[src/design/saib_pkg.sv]
`timescale 1ns / 1ps
// Package for the suffix automaton builder: sizes, controller states,
// datapath operations and the command and status structs. No dependencies.
package saib_pkg;

  localparam int MAX_NODES = 1024;
  localparam int ALPHABET  = 256;  // a power of two, so a symbol is reduced by masking
  localparam int NODE_W    = $clog2(MAX_NODES);
  localparam int CNT_W     = $clog2(MAX_NODES + 1);
  localparam int SYM_W     = $clog2(ALPHABET);
  localparam int TT_DEPTH  = MAX_NODES * ALPHABET;
  localparam int TT_AW     = NODE_W + SYM_W;
  localparam int COPY_W    = SYM_W + 1;
  localparam logic [7:0] STOP_SYMBOL = 8'd35;
  localparam logic [NODE_W-1:0] ROOT_NODE = NODE_W'(1);
  localparam logic [CNT_W-1:0]  NODES_AT_RESET = CNT_W'(2);

  typedef enum logic [4:0] {
    ST_CLEAR, ST_IDLE, ST_A_START, ST_A_ALLOC, ST_W_RD, ST_W_CHK, ST_L_PREV,
    ST_L_CHK, ST_MID_META, ST_COPY, ST_R_RD, ST_R_CHK, ST_FIN_NEXT, ST_END,
    ST_DONE
  } saib_state_e;

  typedef enum logic [4:0] {
    OP_NONE, OP_CLEAR, OP_LOAD, OP_LOAD_OVF, OP_START_APP, OP_ALLOC_FRESH,
    OP_WALK_RD, OP_WALK_SET, OP_LINK_ROOT, OP_RD_LEN_NEXT, OP_RD_LEN_PREV,
    OP_LINK_NEXT, OP_ALLOC_MID, OP_MID_META, OP_COPY, OP_REDIR_SET,
    OP_FIN_FRESH, OP_FIN_NEXT, OP_APP_END, OP_LOAD_OUT
  } saib_op_e;

  typedef struct packed {
    saib_op_e op;
  } saib_cmd_t;

  typedef struct packed {
    logic clr_last;
    logic ovf;
    logic prev_zero;
    logic edge_zero;
    logic edge_is_next;
    logic len_eq;
    logic copy_done;
    logic pend;
    logic out_free;
  } saib_status_t;

endpackage

[src/design/saib_ctrl.sv]
`timescale 1ns / 1ps
// Controller of the suffix automaton builder: sequences the clearing pass,
// the suffix-link walks, the split and the result hand-off. Uses saib_pkg.
module saib_ctrl (
  input  logic                   clk_i,
  input  logic                   rst_ni,
  input  logic                   in_valid_i,
  output logic                   in_ready_o,
  input  saib_pkg::saib_status_t status_i,
  output saib_pkg::saib_cmd_t    cmd_o
);
  saib_pkg::saib_state_e state_q, state_d;

  always_ff @(posedge clk_i or negedge rst_ni) begin
    if (!rst_ni) begin
      state_q <= saib_pkg::ST_CLEAR;
    end else begin
      state_q <= state_d;
    end
  end

  always_comb begin
    state_d    = state_q;
    cmd_o.op   = saib_pkg::OP_NONE;
    in_ready_o = 1'b0;
    unique case (state_q)
      saib_pkg::ST_CLEAR: begin
        cmd_o.op = saib_pkg::OP_CLEAR;
        if (status_i.clr_last) begin
          state_d = saib_pkg::ST_IDLE;
        end
      end
      saib_pkg::ST_IDLE: begin
        in_ready_o = 1'b1;
        if (in_valid_i) begin
          if (status_i.ovf) begin
            cmd_o.op = saib_pkg::OP_LOAD_OVF;
            state_d  = saib_pkg::ST_DONE;
          end else begin
            cmd_o.op = saib_pkg::OP_LOAD;
            state_d  = saib_pkg::ST_A_START;
          end
        end
      end
      saib_pkg::ST_A_START: begin
        cmd_o.op = saib_pkg::OP_START_APP;
        state_d  = saib_pkg::ST_A_ALLOC;
      end
      saib_pkg::ST_A_ALLOC: begin
        cmd_o.op = saib_pkg::OP_ALLOC_FRESH;
        state_d  = saib_pkg::ST_W_RD;
      end
      saib_pkg::ST_W_RD: begin
        cmd_o.op = saib_pkg::OP_WALK_RD;
        state_d  = saib_pkg::ST_W_CHK;
      end
      saib_pkg::ST_W_CHK: begin
        priority if (status_i.prev_zero) begin
          cmd_o.op = saib_pkg::OP_LINK_ROOT;
          state_d  = saib_pkg::ST_END;
        end else if (status_i.edge_zero) begin
          cmd_o.op = saib_pkg::OP_WALK_SET;
          state_d  = saib_pkg::ST_W_RD;
        end else begin
          cmd_o.op = saib_pkg::OP_RD_LEN_NEXT;
          state_d  = saib_pkg::ST_L_PREV;
        end
      end
      saib_pkg::ST_L_PREV: begin
        cmd_o.op = saib_pkg::OP_RD_LEN_PREV;
        state_d  = saib_pkg::ST_L_CHK;
      end
      saib_pkg::ST_L_CHK: begin
        if (status_i.len_eq) begin
          cmd_o.op = saib_pkg::OP_LINK_NEXT;
          state_d  = saib_pkg::ST_END;
        end else begin
          cmd_o.op = saib_pkg::OP_ALLOC_MID;
          state_d  = saib_pkg::ST_MID_META;
        end
      end
      saib_pkg::ST_MID_META: begin
        cmd_o.op = saib_pkg::OP_MID_META;
        state_d  = saib_pkg::ST_COPY;
      end
      saib_pkg::ST_COPY: begin
        cmd_o.op = saib_pkg::OP_COPY;
        if (status_i.copy_done) begin
          state_d = saib_pkg::ST_R_RD;
        end
      end
      saib_pkg::ST_R_RD: begin
        cmd_o.op = saib_pkg::OP_WALK_RD;
        state_d  = saib_pkg::ST_R_CHK;
      end
      saib_pkg::ST_R_CHK: begin
        if (!status_i.prev_zero && status_i.edge_is_next) begin
          cmd_o.op = saib_pkg::OP_REDIR_SET;
          state_d  = saib_pkg::ST_R_RD;
        end else begin
          cmd_o.op = saib_pkg::OP_FIN_FRESH;
          state_d  = saib_pkg::ST_FIN_NEXT;
        end
      end
      saib_pkg::ST_FIN_NEXT: begin
        cmd_o.op = saib_pkg::OP_FIN_NEXT;
        state_d  = saib_pkg::ST_END;
      end
      saib_pkg::ST_END: begin
        cmd_o.op = saib_pkg::OP_APP_END;
        state_d  = status_i.pend ? saib_pkg::ST_A_START : saib_pkg::ST_DONE;
      end
      saib_pkg::ST_DONE: begin
        if (status_i.out_free) begin
          cmd_o.op = saib_pkg::OP_LOAD_OUT;
          state_d  = saib_pkg::ST_IDLE;
        end
      end
      default: begin
        state_d = saib_pkg::ST_CLEAR;
      end
    endcase
  end

  // A copy of the edge row always ends in the redirect walk.
  assert property (@(posedge clk_i) disable iff (!rst_ni)
    state_q == saib_pkg::ST_COPY |=> state_q == saib_pkg::ST_COPY ||
                                     state_q == saib_pkg::ST_R_RD)
    else $error("copy left to an unexpected state");
  // Items are only taken once the clearing pass is over.
  assert property (@(posedge clk_i) disable iff (!rst_ni)
    in_ready_o |-> state_q != saib_pkg::ST_CLEAR && !status_i.pend)
    else $error("ready while busy");
  // The split branch is only entered when the lengths differ.
  assert property (@(posedge clk_i) disable iff (!rst_ni)
    state_q == saib_pkg::ST_MID_META |-> $past(state_q) == saib_pkg::ST_L_CHK)
    else $error("clone metadata without length check");
endmodule

[config.mk]
export PLATFORM = sky130hd
export DESIGN_NAME = saib_ctrl
export DESIGN_NICKNAME = d
export VERILOG_FILES = /design/src/design/saib_pkg.sv /design/src/design/saib_ctrl.sv
export SDC_FILE = /design/constraint.sdc
export NUM_CORES = 1
export LEC_CHECK = 0
export CAP_MARGIN = 40
export CORE_MARGIN = 3
export CORE_UTILIZATION = 35
export CTS_CLUSTER_DIAMETER = 100
export DETAILED_ROUTE_END_ITERATION = 10
export DONT_BUFFER_PORTS = 1
export GPL_ROUTABILITY_DRIVEN = 0
export SYNTH_ARGS = -nofsm -noshare
export SYNTH_HDL_FRONTEND = slang
export SYNTH_SLANG_ARGS = --single-unit
[constraint.sdc]
create_clock -name clk_i -period 2.1 [get_ports clk_i]
set_clock_uncertainty 0.15 [all_clocks]
set_input_delay 0.42 -clock clk_i [delete_from_list [all_inputs] [get_ports clk_i]]
set_output_delay 0.42 -clock clk_i [all_outputs]
set_load 0.1 [all_outputs]
### After elaboration in Yosys (flattened, before gate mapping)

Cells that the tools add are included.

* logic and storage cells: 44
* output and inout bits: 6
* input bits: 12
* flip-flop bits (word level): 5

* muxes and demuxes: 20
* equal/unequal tests: 18
* reduce and logical (&&, ||, !) cells: 5

Operators with widths (count)
* $pmux W5 S15: 1
* $pmux W5 S14: 1
* $eq A5 B4 Y1 const B: 7
* $mux W5: 6
* $eq A5 B3 Y1 const B: 4
* $mux W4: 5
* $eq A5 B2 Y1 const B: 2
* $mux W3: 3
* $ne A2 B2 Y1 const B: 4
* $eq A5 B1 Y1 const B: 1
* $logic_not A5 Y1: 1
* $mux W2: 2
* $reduce_and A4 Y1: 1
* $mux W1: 2
* $reduce_or A2 Y1: 1
* $logic_and A1 B1 Y1: 1
* $logic_not A1 Y1: 1

### Depth between registers and ports, before layout

Gate-level depths: netlist of the first run.

* depth after elaboration: 4
* depth in mapped cells: 6
* gate-level depth less buffers: 4

### Worst setup path before layout of the first run

OpenSTA, ideal clock, no wires.

* kind: register to output
* start point: reg state_q[1]
* end point: out in_ready_o
* arrival time: 2.744 ns
* stages on the path, launching flop included: 4
* slack: -1.214 ns
* buffers on the path: 1
* cell sequence: dfrtp_1 -> buf_6 -> nand2b_1 -> nor3_1

* cells in the longest elaborated chain, start to end: 2

Ends and longest elaborated chain
* start, declared: RTL line saib_ctrl.sv:12 `saib_pkg::saib_state_e state_q, state_d;`
* start signal, assigned: RTL line saib_ctrl.sv:16 `state_q <= saib_pkg::ST_CLEAR;`
* start signal, assigned: RTL line saib_ctrl.sv:18 `state_q <= state_d;`
* $eq A5 B1 Y1: RTL line saib_ctrl.sv:26 `unique case (state_q)`
* $mux W1: RTL line saib_ctrl.sv:26
* end, declared: RTL line saib_ctrl.sv:8 `output logic in_ready_o,`

Every way passes these cells.

==> results of run 1 <==
[placed cells by master (no fill, tap or decap), types with 2 or more instances in the layout]
| cell type | instances |
|---|---|
| buf_6 | 5 |
| nor2_1 | 9 |
| or3_4 | 2 |
| nor3_1 | 2 |
| dfrtp_2 | 3 |
| o21ai_0 | 6 |
| nand2b_1 | 2 |
| buf_12 | 5 |
| nor2b_1 | 7 |
| buf_4 | 22 |
| o22ai_2 | 2 |
| a21oi_1 | 2 |
| o211ai_1 | 2 |
| clkbuf_4 | 3 |
| nand3_1 | 2 |
| nand3b_1 | 2 |
| nand2_1 | 6 |
[layout make-up]
type,count,share of cell area
repair buffers,33,0.325
clock buffers,3,0.0221
well taps,25,0.0306
multi-input cells,73,0.521
flip-flops and latches,4,0.102
[worst max-delay path by stage]
stage	depth (start not counted)	startpoint	endpoint
final	5	state_q[2]	cmd_o[2]
after CTS	5	state_q[1]	cmd_o[2]
after global routing	5	state_q[1]	cmd_o[2]
after detailed placement	5	state_q[0]	cmd_o[1]
after floorplan	5	state_q[1]	cmd_o[1]
after global placement	5	state_q[0]	cmd_o[1]
[per-stage QoR]
step	TNS [ns]	util	setup slack, ns	area, sq um	std cells
finish	-0.752	0.585	-0.227	1020	138
global route	-1.02	0.585	-0.284	1020	138
CTS	-0.470	0.546	-0.140	952	134
detailed placement	-0.0452	0.490	-0.0452	855	124
global placement	-0.0121	0.490	-0.0121	855	124
floorplan	-0.0447	-	-0.0447	674	85
[repair_timing]
action,4_1_cts,5_1_grt
hold buffers,1,0
endpoints found under the setup margin,4,6
hold endpoints to repair,4,0
buffers inserted,6,5
pin swaps,3,5
resized for setup,7,10
[logic make-up (layout without fill, tap and decap cells)]
| kind of cell | Yosys count | after routing | synth area share |
|---|---|---|---|
| compound gates | 30 | 30 | 0.338 |
| buf+inv | 8 | 36 | 0.120 |
| flops | 4 | 4 | 0.153 |
| mux | 2 | 2 | 0.0382 |
| simple gates | 41 | 41 | 0.350 |
[metal layers]
| layer | global-route usage | up-vias |
|---|---|---|
| li1 | - | 377 |
| met1 | 0.232 | 361 |
| met2 | 0.321 | 33 |
| met3 | 0.0459 | 8 |
| met4 | 0.0521 | 0 |
| met5 | 0 | - |
==> reports/summary.txt, run 1 <==
row cnt - 15
worst hold path depth - 2
post-synth net total - 97
number of synthesized flops with an enable pin - 0
reg2reg start - state_q[0]
R2R cell count - 6
Routed Wire Length - 2230 um
Post-route DRC - 0
synthesized instance count - 85
Primary FF master, synth - dfrtp_1
Overflow after GRT - 0
Ys Warns - 0
CP delay by family, top - simple AND/OR/NAND/NOR gates
max-slew violations - 0
Chip Width - 49.2 um
fmax - 430 MHz
Die Area - 2420 sq um
# fillers - 144
area grow syn2layout - 56.0%
1st-iter DRT viols - 11
final hold viol count - 0
status - complete, but fails checks
layout net count - 127
Synth Register Bits - 4
clk sink count - 4
Vias - 779
DRT antenna net count - 0
largest net degree at the start of global routing - 14
Ports - 18
failing checks - setup timing
# H-tree levels - 1
Hold Path Origin - status_i[0]
global-route wire length before repair - 3580 um
GRT Overall Usage - 0.188
largest registers - state_q (4)
root buffer cell - clkbuf_4
synth top area cells - dfrtp_1 (15%), buf_6 (8.6%), nor2b_1 (7.6%), o21ai_0 (5.4%), nor2_1 (5.2%)
critical path class - flip-flop to output port
max FFs per register - 4
worst-path fanout max - 6
layout cells sized above 1 - 0.469
ant diodes - 0
hold slack - 0.241 ns
most common cell in the netlist - nor2_1
hpwl dp - 1430 um
initial core utilization - 0.375
DR pass1 iterations - 5
Slew @ Worst Pin - 0.295 ns
Buf/Inv on CP - 1
I/O Buffers - 0
number of global-route vias before repair - 770
largest area contributor in the netlist - dfrtp_1
Hold Crit Endpoint - state_q[2]
multi-input combinational cell area - 532 sq um
WL met2 - 1140 um
Worst EP required - 1.53 ns
detailed-route wire length per cell - 16.2 um
worst reg-to-reg setup slack - 0.27 ns
total CTS buffers - 3
vias per inst - 5.64
syn avg cell area - 7.70 sq um
fraction of registers with async set/reset - 1.00
Max Buffers Root-to-Sink - 2
CTS tree - done
RR Endpoint - state_q[0]
post-synth top area share - 0.153
Max-slew headroom - 0.802
Critical Path Source Type - flip-flop
worst hold path type - primary input to flip-flop
Clock Latency Late Sink - 0.24 ns
post-synth cell types - 38
Worst setup EP type - output port
max-cap violations - 0
crit-path max cell delay - 0.54 ns
RSZ-0062 raised after global routing - yes
met1 WL - 894 um
Top reg by flops - state_q
Seq/Total Area, Yosys - 0.153
register area - 104 sq um
period utilization - 1.11
Die Height - 49.2 um
Reg clk slew, reported paths - 0.04 ns
initial antenna violation count - 0
commonest cells in the netlist - nor2_1 (9), nor2b_1 (8), o21ai_0 (7), nand2_1 (6), buf_6 (5)
metal3 WL - 137 um
max layer used - met4
Syn Std Cell Area - 654 sq um
Cell Chain, Critical Path - buf_6 -> nor2b_4 -> o22ai_2 -> nor2_1 -> or3_4
crit path max-delay cell type - or3_4
setup slack after layout - -0.227 ns
crit path DAT - 1.76 ns
Tmin final - 2.33 ns
core footprint - 1750 sq um
Finish-stage setup viols - 5
Power of run 1 is left out: the tool's default activity adds up to more than one toggle a clock period on the data nets, which glitch-free logic cannot reach.
==> run 2: changes to the inputs <==
Settings changed: CORE_MARGIN 3 to unset.
==> reports/summary.txt, run 2 (synthesized netlist as in run 1, its figures left out) <==
1st-iter DRT viols - 13 (+2)
status - complete, but fails checks
clk sink count - 4 (unchanged)
row cnt - 15 (unchanged)
Reg clk slew, reported paths - 0.04 ns (about the same)
period utilization - 1.10 (-0.0114)
Ports - 18 (unchanged)
Max Buffers Root-to-Sink - 2 (unchanged)
DRT antenna net count - 0 (unchanged)
worst-path fanout max - 6 (unchanged)
CTS tree - done
Die Area - 2050 sq um (-16%)
final core occ - 0.654 (+0.0695)
max-slew violations - 0 (unchanged)
number of global-route vias before repair - 753 (-2.2%)
global-route wire length before repair - 3350 um (-6.6%)
fmax - 434 MHz (+1.0%)
Critical Path Source Type - flip-flop
final hold viol count - 0 (unchanged)
critical path class - flip-flop to output port
placed instance area - 855 sq um (unchanged)
vias per inst - 5.77 (+2.3%)
post-route cell area - 1140 sq um (+12%)
DR pass1 iterations - 5 (unchanged)
max-cap violations - 0 (unchanged)
# fillers - 141 (-2.1%)
hpwl dp - 1430 um (+0.21%)
Slew @ Worst Pin - 0.356 ns (+0.0603 ns)
Tmin final - 2.30 ns (-0.0239 ns)
initial core utilization - 0.375 (unchanged)
largest net degree at the start of global routing - 11 (-3)
Post-route DRC - 0 (unchanged)
core footprint - 1750 sq um (unchanged)
Top reg by flops - state_q
Routed Wire Length - 2470 um (+11%)
detailed-route wire length per cell - 17.5 um (+8.3%)
layout net count - 130 (+2.4%)
Max-slew headroom - 0.763 (-0.0393)
most common cell after layout, fill and taps aside - buf_4
Clock Latency Late Sink - 0.24 ns (about the same)
multi-input combinational cell area - 618 sq um (+16%)
ant diodes - 0 (unchanged)
Worst setup EP type - output port
initial antenna violation count - 0 (unchanged)
I/O Buffers - 0 (unchanged)
register area - 105 sq um (+1.2%)
setup TNS - -0.671 ns (+0.0803 ns)
GRT Overall Usage - 0.229 (+0.0411)
largest registers - state_q (4)
hold slack - 0.264 ns (+0.0230 ns)
RSZ-0062 raised after global routing - yes
layout cells sized above 1 - 0.586 (+0.117)
Overflow after GRT - 0 (unchanged)
area grow syn2layout - 74.6%
Vias - 814 (+4.5%)
worst hold path type - primary input to flip-flop
crit path DAT - 1.73 ns (-0.03 ns)
Chip Width - 45.2 um (-8.1%)
# H-tree levels - 1 (unchanged)
failing checks - setup timing
total CTS buffers - 3 (unchanged)
most frequent cells in the layout - buf_4 (22), buf_6 (8), nor2_1 (7)
root buffer cell - clkbuf_4
setup slack after layout - -0.203 ns (+0.0239 ns)
Worst EP required - 1.53 ns (about the same)
Finish-stage setup viols - 5 (unchanged)
max FFs per register - 4 (unchanged)
Die Height - 45.2 um (-8.1%)
-- run 2: path summary, 6_finish.rpt --
| path | slack (ns) | start | endpoint | cells after the start |
|---|---|---|---|---|
| worst max-delay path | -0.20 | state_q[0] | cmd_o[1] | 6 |
| worst min-delay path | 0.26 | status_i[0] | state_q[2] | 2 |
| worst max register to register | 0.26 | state_q[0] | state_q[0] | 6 |
| worst min register to register | 0.61 | state_q[3] | state_q[3] | 2 |
| max in group asynchronous | 1.31 | rst_ni | state_q[1] | 1 |
| min in group asynchronous | 0.30 | rst_ni | state_q[0] | 1 |
-- run 2: metal layers --
metal  share of wire  wire (um)  global-route usage
met5               0          0                   0
met2            0.54       1330               0.380
met3           0.056        138              0.0480
met4               0          0               0.127
met1            0.41       1000               0.274
-- run 2: area by class of cell --
cell class | count | share of cell area
repair buffers | 36 | 0.320
clock buffers | 3 | 0.0197
multi-input cells | 73 | 0.541
well taps | 25 | 0.0274
flip-flops and latches | 4 | 0.0920
-- run 2: repair_timing --
item	CTS	global route
hold endpoints to repair	4	0
buffers inserted	8	4
pin swaps	5	5
resized for setup	17	20
hold buffers	1	0
setup endpoints to repair	4	6
gates cloned	1	0
-- run 2: critical path, stage by stage, from the launching register on --
cell and delay (ns):
dfrtp_2 0.43, buf_4 0.13, a21bo_1 0.20, a22oi_2 0.11, nor2_1 0.06, or3_4 0.37
buf_12 0.17
-- run 2: per-stage QoR --
stage / std cells / worst slack [ns]
floorplan: 85 / -0.0447
global placement: 124 / -0.00588
detailed placement: 124 / 0.00414
CTS: 137 / -0.160
global route: 141 / -0.245
finish: 141 / -0.203
Power of run 2 is left out for the same reason.
==> run 3: changes to the inputs <==
Settings changed: CORE_UTILIZATION 35 to 50.
==> reports/summary.txt, run 3 (synthesized netlist as in run 1, its figures left out) <==
vias per inst - 6.72 (+16%)
worst reg-to-reg setup slack - 0.29 ns (+0.03 ns)
1st-iter DRT viols - 59 (+46)
# fillers - 48 (-66%)
multi-input combinational cell area - 576 sq um (-6.9%)
Ports - 18 (unchanged)
CP delay by family, top - simple AND/OR/NAND/NOR gates
Overflow after GRT - 0 (unchanged)
Vias - 840 (+3.2%)
crit path DAT - 1.74 ns (about the same)
DR pass1 iterations - 5 (unchanged)
critical path class - flip-flop to output port
register area - 105 sq um (unchanged)
RSZ-0062 raised after global routing - yes
Buf/Inv on CP - 1 (-1)
largest net degree at the start of global routing - 12 (+1)
post-route cell area - 1030 sq um (-9.9%)
CTS tree - done
worst hold path type - primary input to flip-flop
area grow syn2layout - 57.4%
global-route wire length before repair - 2990 um (-11%)
period utilization - 1.10 (+0.00499)
placed instance area - 848 sq um (-0.73%)
most frequent cells in the layout - buf_4 (22), o21ai_0 (7), nor2_1 (7)
Worst setup EP type - output port
setup slack after layout - -0.213 ns (-0.0105 ns)
Tmin final - 2.31 ns (+0.0105 ns)
DRT antenna net count - 0 (unchanged)
# H-tree levels - 1 (unchanged)
Finish-stage setup viols - 4 (-1)
detailed-route wire length per cell - 19.5 um (+11%)
Top reg by flops - state_q
Max Buffers Root-to-Sink - 2 (unchanged)
Cell Chain, Critical Path - buf_6 -> nor2b_1 -> o22ai_1 -> nor2_1 -> or3_4
reg2reg start - state_q[2]
max-cap violations - 0 (unchanged)
initial core utilization - 0.566 (+0.191)
Chip Width - 38.2 um (-16%)
fmax - 432 MHz (-0.45%)
Routed Wire Length - 2430 um (-1.5%)
number of global-route vias before repair - 710 (-5.7%)
worst-path fanout max - 8 (+2)
Reg clk slew, reported paths - 0.04 ns (about the same)
Worst EP required - 1.53 ns (about the same)
layout net count - 125 (-3.8%)
Post-route DRC - 0 (unchanged)
row cnt - 12 (-3)
initial antenna violation count - 0 (unchanged)
Clock Latency Late Sink - 0.23 ns (about the same)
crit-path max cell delay - 0.49 ns (+0.06 ns)
total CTS buffers - 3 (unchanged)
Hold Path Origin - status_i[0]
Die Height - 38.2 um (-16%)
R2R cell count - 5 (-1)
failing checks - setup timing
status - complete, but fails checks
max-slew violations - 0 (unchanged)
root buffer cell - clkbuf_4
layout cells sized above 1 - 0.532 (-0.0547)
I/O Buffers - 0 (unchanged)
clk sink count - 4 (unchanged)
Die Area - 1460 sq um (-29%)
final hold viol count - 0 (unchanged)
most common cell after layout, fill and taps aside - buf_4
hpwl dp - 1380 um (-3.7%)
core footprint - 1160 sq um (-34%)
Hold Crit Endpoint - state_q[2]
max FFs per register - 4 (unchanged)
Max-slew headroom - 0.757 (-0.00561)
RR Endpoint - state_q[3]
GRT Overall Usage - 0.301 (+0.0711)
Critical Path Source Type - flip-flop
worst hold path depth - 2 (unchanged)
Slew @ Worst Pin - 0.362 ns (+0.00682 ns)
ant diodes - 0 (unchanged)
crit path max-delay cell type - or3_4
largest registers - state_q (4)
-- run 3: cell types whose count changed in the layout (fill, tap and decap cells not counted), sizes merged --
cell  previous run  this run
buf             35        30
-- run 3: per-layer routing --
layer,part of all wire,vias up,global-route usage
met1,0.37,375,0.385
li1,-,371,-
met3,0.093,25,0.0407
met2,0.47,69,0.500
met4,0.069,0,0.125
met5,0,-,0
-- run 3: worst register-to-register path, stage by stage, from the launching register on --
cell       delay (ns)
dfrtp_2          0.45
or3b_4           0.42
buf_4            0.14
a21oi_1          0.24
a221oi_1         0.10
o2bb2ai_1        0.20
-- run 3: worst max path at each step --
stage                     startpoint  endpoint  slack, ns  cells after the start
after floorplan           state_q[1]  cmd_o[1]      -0.04                      5
after global placement    state_q[1]  cmd_o[1]       0.02                      5
after detailed placement  state_q[1]  cmd_o[1]       0.01                      5
after CTS                 state_q[2]  cmd_o[2]      -0.16                      5
after global routing      state_q[0]  cmd_o[2]      -0.27                      5
final                     state_q[0]  cmd_o[2]      -0.21                      5
-- run 3: area by class of cell --
type / count / share of cell area
Multi-Input combinational cell: 73 / 0.559
Tap cell: 14 / 0.0170
Timing Repair Buffer: 31 / 0.300
Clock buffer: 3 / 0.0219
Sequential cell: 4 / 0.102
-- run 3: repair_timing --
item,CTS,global route
endpoints found under the setup margin,5,5
pin swaps,3,4
gates resized for setup,14,9
hold buffers,1,0
setup buffers,5,2
endpoints found under the hold margin,4,0
-- run 3: metrics by stage --
| stage | std cells | utilization | setup TNS (ns) | setup slack (ns) | hold WS (ns) |
|---|---|---|---|---|---|
| detailed placement | 114 | 0.734 | 0 | 0.0101 | -0.0255 |
| CTS | 123 | 0.844 | -0.468 | -0.158 | 0.245 |
| floorplan | 85 | - | -0.0447 | -0.0447 | -0.0256 |
| global placement | 114 | 0.734 | 0 | 0.0159 | -0.0255 |
| finish | 125 | 0.891 | -0.625 | -0.213 | 0.261 |
| global route | 125 | 0.891 | -0.822 | -0.265 | 0.279 |
Power of run 3 is left out for the same reason.
